**src/rtl/core/tfc_pkg.sv**
```systemverilog
// tfc_pkg: shared types, widths and constants of the timer frequency calibrator.
// Used by timer_frequency_calibrator, tfc_divider and tfc_checker. No dependencies.
`default_nettype none

package tfc_pkg;

  localparam int REF_W   = 24;
  localparam int CNT_W   = 32;
  localparam int CFG_W   = 24;
  localparam int PROD_W  = CNT_W + CFG_W;
  localparam int DIV_CNT_W = $clog2(PROD_W);
  localparam int APB_AW  = 4;
  localparam int APB_DW  = 32;

  localparam logic [CFG_W-1:0] RST_POLL_LIMIT   = 24'd10000000;
  localparam logic [CFG_W-1:0] RST_WINDOW_TICKS = 24'd35795;
  localparam logic [CFG_W-1:0] RST_REFERENCE_HZ = 24'd3579545;

  localparam logic OP_START = 1'b0;
  localparam logic OP_POLL  = 1'b1;

  localparam logic [1:0] REG_POLL_LIMIT   = 2'd0;
  localparam logic [1:0] REG_WINDOW_TICKS = 2'd1;
  localparam logic [1:0] REG_REFERENCE_HZ = 2'd2;

  typedef enum logic [1:0] {
    ST_OK         = 2'd0,
    ST_TIMEOUT    = 2'd1,
    ST_ZERO_TICKS = 2'd2,
    ST_RANGE      = 2'd3
  } status_t;

  typedef enum logic [1:0] {
    S_IDLE,
    S_MUL,
    S_DIV
  } state_t;

  typedef struct packed {
    logic             opcode;
    logic [REF_W-1:0] reference_count;
    logic [CNT_W-1:0] counter_value;
  } in_word_t;

  typedef struct packed {
    logic [CNT_W-1:0] measured_hz;
    status_t          status;
  } out_word_t;

  typedef struct packed {
    logic busy;
    logic done;
  } div_stat_t;

endpackage

`default_nettype wire

```
**src/rtl/core/timer_frequency_calibrator.sv**
```systemverilog
// Measures a down-counting timer's frequency against a 24-bit wrapping reference counter.
// Start words and polls that need no division are handled without the divider; a poll that
// closes the window with nonzero ticks goes through the bit-serial divider (a multiply state,
// then 56 quotient bits at one a cycle), and no new word is taken until its result is loaded.
// Depends on tfc_pkg and tfc_divider.
`default_nettype none

module timer_frequency_calibrator (
  input  wire logic                      clk,
  input  wire logic                      rst_n,
  input  wire logic                      in_valid,
  output logic                           in_stall,
  input  wire tfc_pkg::in_word_t         in_word,
  output logic                           out_valid,
  input  wire logic                      out_stall,
  output tfc_pkg::out_word_t             out_word,
  input  wire logic                      psel,
  input  wire logic                      penable,
  input  wire logic                      pwrite,
  input  wire logic [tfc_pkg::APB_AW-1:0] paddr,
  input  wire logic [tfc_pkg::APB_DW-1:0] pwdata,
  output logic      [tfc_pkg::APB_DW-1:0] prdata,
  output logic                           pready
);
  import tfc_pkg::*;

  // config
  logic [CFG_W-1:0] poll_limit_r, window_r, ref_hz_r;
  logic             cfg_wr;
  logic [1:0]       cfg_idx;

  // measurement state
  state_t           state_r, state_nxt;
  logic             measuring_r, measuring_nxt;
  logic [REF_W-1:0] start_ref_r, start_ref_nxt;
  logic [CNT_W-1:0] start_cnt_r, start_cnt_nxt;
  logic [REF_W-1:0] polls_r, polls_nxt;
  logic [CNT_W-1:0] cnt_ticks_r, cnt_ticks_nxt;
  logic [REF_W-1:0] ref_ticks_r, ref_ticks_nxt;
  logic             out_valid_r, out_valid_nxt;
  out_word_t        out_word_r, out_word_nxt;

  // evaluation of an accepted word
  logic             in_acc;
  logic             is_start;
  logic [REF_W-1:0] ref_ticks_w;
  logic [CNT_W-1:0] cnt_ticks_w;
  logic [REF_W-1:0] polls_inc;
  logic             win_hit;
  logic             ev_emit;
  logic             ev_div;
  out_word_t        ev_word;

  // divider
  logic              div_start;
  div_stat_t         div_stat;
  logic [PROD_W-1:0] div_quo;
  logic [PROD_W-1:0] product;
  logic              div_load;
  logic              out_free;
  out_word_t         div_word;

  assign pready  = 1'b1;
  assign cfg_wr  = psel && penable && pwrite;
  assign cfg_idx = paddr[3:2];

  always_comb begin
    unique case (cfg_idx)
      REG_POLL_LIMIT:   prdata = APB_DW'(poll_limit_r);
      REG_WINDOW_TICKS: prdata = APB_DW'(window_r);
      REG_REFERENCE_HZ: prdata = APB_DW'(ref_hz_r);
      default:          prdata = '0;
    endcase
  end

  always_ff @(posedge clk) begin
    if (!rst_n) begin
      poll_limit_r <= RST_POLL_LIMIT;
      window_r     <= RST_WINDOW_TICKS;
      ref_hz_r     <= RST_REFERENCE_HZ;
    end else if (cfg_wr) begin
      unique case (cfg_idx)
        REG_POLL_LIMIT:   poll_limit_r <= pwdata[CFG_W-1:0];
        REG_WINDOW_TICKS: window_r     <= pwdata[CFG_W-1:0];
        REG_REFERENCE_HZ: ref_hz_r     <= pwdata[CFG_W-1:0];
        default: ;
      endcase
    end
  end

  assign out_free = !out_valid_r || !out_stall;
  assign in_stall = (state_r != S_IDLE) || !out_free;
  assign in_acc   = in_valid && !in_stall;
  assign is_start = in_word.opcode == OP_START;

  assign ref_ticks_w = in_word.reference_count - start_ref_r;
  assign cnt_ticks_w = start_cnt_r - in_word.counter_value;
  assign polls_inc   = polls_r + 1'b1;
  assign win_hit     = ref_ticks_w >= window_r;

  always_comb begin
    ev_emit       = 1'b0;
    ev_div        = 1'b0;
    ev_word       = '{measured_hz: '0, status: ST_TIMEOUT};
    measuring_nxt = measuring_r;
    start_ref_nxt = start_ref_r;
    start_cnt_nxt = start_cnt_r;
    polls_nxt     = polls_r;
    cnt_ticks_nxt = cnt_ticks_r;
    ref_ticks_nxt = ref_ticks_r;
    if (in_acc) begin
      if (is_start) begin
        start_ref_nxt = in_word.reference_count;
        start_cnt_nxt = in_word.counter_value;
        polls_nxt     = '0;
        measuring_nxt = poll_limit_r != '0;
        ev_emit       = poll_limit_r == '0;
      end else if (measuring_r) begin
        polls_nxt = polls_inc;
        if (win_hit) begin
          measuring_nxt = 1'b0;
          cnt_ticks_nxt = cnt_ticks_w;
          ref_ticks_nxt = ref_ticks_w;
          if (ref_ticks_w == '0 || cnt_ticks_w == '0) begin
            ev_emit = 1'b1;
            ev_word.status = ST_ZERO_TICKS;
          end else begin
            ev_div = 1'b1;
          end
        end else if (polls_inc >= poll_limit_r) begin
          measuring_nxt = 1'b0;
          ev_emit       = 1'b1;
        end
      end
    end
  end

  // next state
  always_comb begin
    state_nxt = state_r;
    unique case (state_r)
      S_IDLE: if (in_acc && ev_div) state_nxt = S_MUL;
      S_MUL:  state_nxt = S_DIV;
      S_DIV:  if (div_stat.done && out_free) state_nxt = S_IDLE;
      default: state_nxt = S_IDLE;
    endcase
  end

  // sequencer outputs
  always_comb begin
    div_start = 1'b0;
    div_load  = 1'b0;
    unique case (state_r)
      S_IDLE: ;
      S_MUL:  div_start = 1'b1;
      S_DIV:  div_load  = div_stat.done && out_free;
      default: ;
    endcase
  end

  assign product = PROD_W'(cnt_ticks_r) * PROD_W'(ref_hz_r);

  tfc_divider u_div (
    .clk      (clk),
    .rst_n    (rst_n),
    .start    (div_start),
    .dividend (product),
    .divisor  (ref_ticks_r),
    .stat     (div_stat),
    .quotient (div_quo)
  );

  always_comb begin
    if (div_quo == '0 || div_quo[PROD_W-1:CNT_W] != '0) begin
      div_word = '{measured_hz: '0, status: ST_RANGE};
    end else begin
      div_word = '{measured_hz: div_quo[CNT_W-1:0], status: ST_OK};
    end
  end

  always_comb begin
    out_valid_nxt = out_valid_r;
    out_word_nxt  = out_word_r;
    if (out_valid_r && !out_stall) out_valid_nxt = 1'b0;
    if (in_acc && ev_emit) begin
      out_valid_nxt = 1'b1;
      out_word_nxt  = ev_word;
    end else if (div_load) begin
      out_valid_nxt = 1'b1;
      out_word_nxt  = div_word;
    end
  end

  always_ff @(posedge clk) begin
    if (!rst_n) begin
      state_r     <= S_IDLE;
      measuring_r <= 1'b0;
      start_ref_r <= '0;
      start_cnt_r <= '0;
      polls_r     <= '0;
      out_valid_r <= 1'b0;
    end else begin
      state_r     <= state_nxt;
      measuring_r <= measuring_nxt;
      start_ref_r <= start_ref_nxt;
      start_cnt_r <= start_cnt_nxt;
      polls_r     <= polls_nxt;
      out_valid_r <= out_valid_nxt;
    end
  end

  always_ff @(posedge clk) begin
    cnt_ticks_r <= cnt_ticks_nxt;
    ref_ticks_r <= ref_ticks_nxt;
    out_word_r  <= out_word_nxt;
  end

  assign out_valid = out_valid_r;
  assign out_word  = out_word_r;

endmodule

`default_nettype wire

```
**src/rtl/core/tfc_divider.sv**
```systemverilog
// tfc_divider: restoring bit-serial divider, one quotient bit per cycle.
// Depends on tfc_pkg.
`default_nettype none

module tfc_divider (
  input  wire logic                      clk,
  input  wire logic                      rst_n,
  input  wire logic                      start,
  input  wire logic [tfc_pkg::PROD_W-1:0] dividend,
  input  wire logic [tfc_pkg::REF_W-1:0]  divisor,
  output tfc_pkg::div_stat_t             stat,
  output logic      [tfc_pkg::PROD_W-1:0] quotient
);
  import tfc_pkg::*;

  logic [REF_W-1:0]     rem_r, rem_nxt;
  logic [PROD_W-1:0]    quo_r, quo_nxt;
  logic [REF_W-1:0]     dvs_r, dvs_nxt;
  logic [DIV_CNT_W-1:0] cnt_r, cnt_nxt;
  logic                 busy_r, busy_nxt;
  logic                 done_r, done_nxt;

  logic [REF_W:0]       trial;
  logic [REF_W:0]       diff;
  logic                 ge;

  assign trial = {rem_r, quo_r[PROD_W-1]};
  assign ge    = trial >= {1'b0, dvs_r};
  assign diff  = trial - {1'b0, dvs_r};

  always_comb begin
    rem_nxt  = rem_r;
    quo_nxt  = quo_r;
    dvs_nxt  = dvs_r;
    cnt_nxt  = cnt_r;
    busy_nxt = busy_r;
    done_nxt = done_r;
    if (start) begin
      rem_nxt  = '0;
      quo_nxt  = dividend;
      dvs_nxt  = divisor;
      cnt_nxt  = DIV_CNT_W'(PROD_W - 1);
      busy_nxt = 1'b1;
      done_nxt = 1'b0;
    end else if (busy_r) begin
      rem_nxt = ge ? diff[REF_W-1:0] : trial[REF_W-1:0];
      quo_nxt = {quo_r[PROD_W-2:0], ge};
      if (cnt_r == '0) begin
        busy_nxt = 1'b0;
        done_nxt = 1'b1;
      end else begin
        cnt_nxt = cnt_r - 1'b1;
      end
    end
  end

  always_ff @(posedge clk) begin
    if (!rst_n) begin
      busy_r <= 1'b0;
      done_r <= 1'b0;
    end else begin
      busy_r <= busy_nxt;
      done_r <= done_nxt;
    end
  end

  always_ff @(posedge clk) begin
    rem_r <= rem_nxt;
    quo_r <= quo_nxt;
    dvs_r <= dvs_nxt;
    cnt_r <= cnt_nxt;
  end

  assign stat.busy = busy_r;
  assign stat.done = done_r;
  assign quotient  = quo_r;

endmodule

`default_nettype wire

```
**config.mk**
```make
export PLATFORM = sky130hd
export DESIGN_NAME = timer_frequency_calibrator
export DESIGN_NICKNAME = d
export VERILOG_FILES = /design/src/rtl/core/tfc_pkg.sv /design/src/rtl/core/timer_frequency_calibrator.sv /design/src/rtl/core/tfc_divider.sv
export SDC_FILE = /design/constraint.sdc
export NUM_CORES = 2
export LEC_CHECK = 0
export BUFFER_PORTS_ARGS = -buffer_cell sky130_fd_sc_hd__buf_2
export CORE_MARGIN = 2
export CORE_UTILIZATION = 55
export CTS_BUF_LIST = sky130_fd_sc_hd__clkbuf_2 sky130_fd_sc_hd__clkbuf_4 sky130_fd_sc_hd__clkbuf_8
export DETAILED_ROUTE_END_ITERATION = 7
export HOLD_SLACK_MARGIN = 0.03
export PLACE_DENSITY_LB_ADDON = 0.05
export SKIP_CTS_REPAIR_TIMING = 1
export SYNTH_ARGS = -nofsm -noshare
export SYNTH_HDL_FRONTEND = slang
export SYNTH_SLANG_ARGS = --single-unit
```
**constraint.sdc**
```tcl
create_clock -name clk -period 14.9 [get_ports clk]
set_input_delay 2.235 -clock clk [delete_from_list [all_inputs] [get_ports clk]]
set_output_delay 2.235 -clock clk [all_outputs]
set_load 0.05 [all_outputs]
```
==> summary.txt <==
Run status
  – Status: finished clean

Global route
  – GRT Residual Overflow: 0
  – First-pass GRT wire length: 195000 um
  – GRT Total Usage: 0.302
  – Largest net degree at the start of global routing: 73
  – Number of global-route vias before repair: 35.4k
  – Initial antenna violation count: 6

Yosys
  – Synth async-reset ratio: 0
  – Area contributors post-synth: fa_1 (30%), dfxtp_1 (9.9%), edfxtp_1 (9.3%)
  – Post-synthesis register bit count: 358
  – Synth top area share: 0.297
  – Yosys top cell by area: fa_1
  – Cells after Synth: 5126
  – Post-synth top cells: inv_1 (893), nand2_1 (852), fa_1 (661)
  – Count leader, synth: inv_1
  – Ys Warns: 0
  – Sequential area share after synthesis: 0.192
  – Ys flop type: dfxtp_1
  – Synthesized cell area: 0.0446 mm^2
  – Post-synth EDFFs: 138
  – Synth unique cells: 96
  – Synthesized area per cell: 8.70 um^2

Route
  – Via density: 5.54
  – Post-Route WL: 122000 um
  – Initial DRC Count: 2016
  – Final ANT Viol Nets: 0
  – WL per Instance: 19.4 um
  – Via count: 34.7k
  – DRT Pass-1 Iters: 5
  – DRC: 0

Cells and area
  – Filler Cell Count: 7329
  – Non-filler instance count after layout: 6268
  – Multi-input gate area: 0.0316 mm^2
  – Final core occ: 0.592
  – Non-Filler Cell Area, Final: 0.0476 mm^2
  – Final nets: 6222
  – Sequential Area: 0.00855 mm^2
  – Synth-to-layout area growth: 6.83%
  – Share of cells above drive strength 1: 0.0811

Worst setup path
  – Arrival @ worst endpoint: 8.78 ns
  – Crit path kind: register to register
  – R2R Path End: u_div.quotient[49]
  – Worst Reg-to-Reg Cells: 24
  – Critical R2R Launch: ref_hz_r[3]
  – Reg2reg setup slack: 6.47 ns
  – Maximum fanout along the worst path: 32
  – CP required: 15.25 ns
  – Crit. End Element: register
  – CP startpoint kind: register

Floorplan
  – Std-Cell Core Area: 0.0804 mm^2
  – Num rows: 104
  – Initial core utilization: 0.555
  – Die area: 0.0834 mm^2
  – Top Ports: 169
  – Die width: 289 um
  – Die height: 289 um

Pwr
  – Switching Fraction: 0.513
  – Maximum VDD drop: 0.316 mV
  – Leak pwr: 22.9 nW
  – Comb power frac: 0.738
  – Flop pwr share: 0.135
  – Pint: 0.00406 W
  – Pwr dens: 175 mW/mm^2
  – Clock Power Share: 0.127
  – P_sw: 0.00428 W
  – Pwr Total: 0.00834 W

Timing
  – Final TNS setup: 0 ns
  – Endpoints failing hold: 0
  – Fmax: 119 MHz
  – Slew HR: 0.257
  – # setup viols final: 0
  – Tightest Pin Transition: 1.11 ns
  – Unrepaired setup endpoints after global routing: no
  – Post-layout min period: 8.43 ns
  – Setup Skew: 0.0677 ns
  – Period utilisation layout: 0.566
  – Pins Over Slew Limit: 0

Min path
  – Hold Crit Start: ref_ticks_r[1]
  – Hold path cells: 0
  – Hold crit path type: register to register
  – WHS Endpoint: u_div.dvs_r[1]

Placed design
  – Placed insts: 6141
  – Gpl congestion: 0.906
  – DP HPWL: 89200 um
  – Port buffer count: 149
  – Dpl cell area: 0.0461 mm^2

Clock tree
  – # H-tree levels: 3
  – CTS Buf Count: 67
  – Clock Sinks: 358
  – CTS tree: built
  – Worst-path clk slew: 0.06 ns
  – Max clock buf depth: 3
  – Clk root buf: clkbuf_8
  – Worst-Skew Late Latency: 0.67 ns

Flow run
  – Max-Cap Viols: 0
final cells by class:
cell class | instances | area share
clock inverters | 19 | 0.00418
diodes | 4 | 0.000210
repair buffers | 224 | 0.0275
inverters | 894 | 0.0705
clock buffers | 104 | 0.0273
well taps | 1060 | 0.0278
multi-input cells | 3605 | 0.663
flip-flops and latches | 358 | 0.180
per-stage QoR:
stage               hold WS [ns]  setup WS (ns)
detailed placement         0.405           6.52
global placement           0.403           6.59
global route               0.390           6.11
finish                     0.399           6.47
floorplan                  0.400           7.70
CTS                        0.376           6.52
registers in the layout, summed over array words and instances (netlist names):
register and flops:
out_word 34, polls_r 24, out_valid 1, u_div.rem_r 24, u_div.quotient 56, u_div.dvs_r 24
u_div.done_r 1, start_cnt_r 32, ref_ticks_r 24, state_r 2, u_div.busy_r 1, u_div.cnt_r 6
start_ref_r 24, cnt_ticks_r 32, poll_limit_r 24, ref_hz_r 24, measuring_r 1, window_r 24
cells by family after synthesis:
group | Yosys count | share of synthesized area
and+or+nand+nor | 1686 | 0.181
DFF | 358 | 0.192
buffers and inverters | 1170 | 0.102
xor gates and xnor gates | 135 | 0.0267
other | 2 | 0.000168
adders and majority gates | 972 | 0.384
AOI/OAI and AO/OA | 768 | 0.108
muxes | 35 | 0.00788
power by group through the flow:
stage | Combinational (W) | Clock (W) | Sequential, W
final | 0.00615 | 0.00106 | 0.00113
after global routing | 0.00685 | 0.00112 | 0.00114
after detailed placement | 0.00611 | 0 | 0.00115
after CTS | 0.00614 | 0.00108 | 0.00113
after floorplan | 0.00436 | 0 | 0.00114
after global placement | 0.00609 | 0 | 0.00115
worst max-delay path by stage:
stage	depth (start not counted)	end	from	slack, ns
floorplan	26	u_div.quotient[41]	ref_hz_r[3]	7.70
global placement	24	u_div.quotient[41]	ref_hz_r[3]	6.59
CTS	24	u_div.quotient[49]	ref_hz_r[3]	6.52
finish	24	u_div.quotient[49]	ref_hz_r[3]	6.47
detailed placement	24	u_div.quotient[49]	ref_hz_r[3]	6.52
global route	24	u_div.quotient[49]	ref_hz_r[3]	6.11
placed cells by master (no fill, tap or decap), drive strengths merged, types with 34 or more instances in the layout:
| master | Yosys | final |
|---|---|---|
| clkbuf | 247 | 104 |
| xnor2 | 80 | 80 |
| dfxtp | 220 | 220 |
| nor2 | 135 | 135 |
| nand4 | 38 | 38 |
| edfxtp | 138 | 138 |
| a21oi | 302 | 302 |
| xor2 | 55 | 55 |
| and2 | 395 | 395 |
| a21o | 73 | 73 |
| ha | 311 | 311 |
| o21ai | 186 | 186 |
| inv | 894 | 897 |
| nand3 | 77 | 77 |
| mux2i | 34 | 34 |
| nand2 | 852 | 852 |
| buf | 23 | 224 |
| fa | 661 | 661 |
critical path: stages, from the launching register on:
cell and delay, ns:
dfxtp_1 0.35, buf_4 0.46, nand2_1 0.15, fa_1 0.56
inv_1 0.05, fa_1 0.47, inv_1 0.06, fa_1 0.54
fa_1 0.52, inv_1 0.06, fa_1 0.47, fa_1 0.52
inv_1 0.05, fa_1 0.47, inv_1 0.04, ha_1 0.39
a21oi_1 0.24, or4b_2 0.61, a211oi_1 0.44, o21ai_0 0.46
a21oi_1 0.34, o21ai_0 0.25, a41oi_1 0.33, xor2_1 0.19
o21ai_0 0.10
per-layer routing:
metal,GRT usage,routed length (um)
met1,0.418,54300
met5,0,13
met3,0.0430,7350
met2,0.495,56600
met4,0.0884,3570
Power figures use the tool's default switching activity.
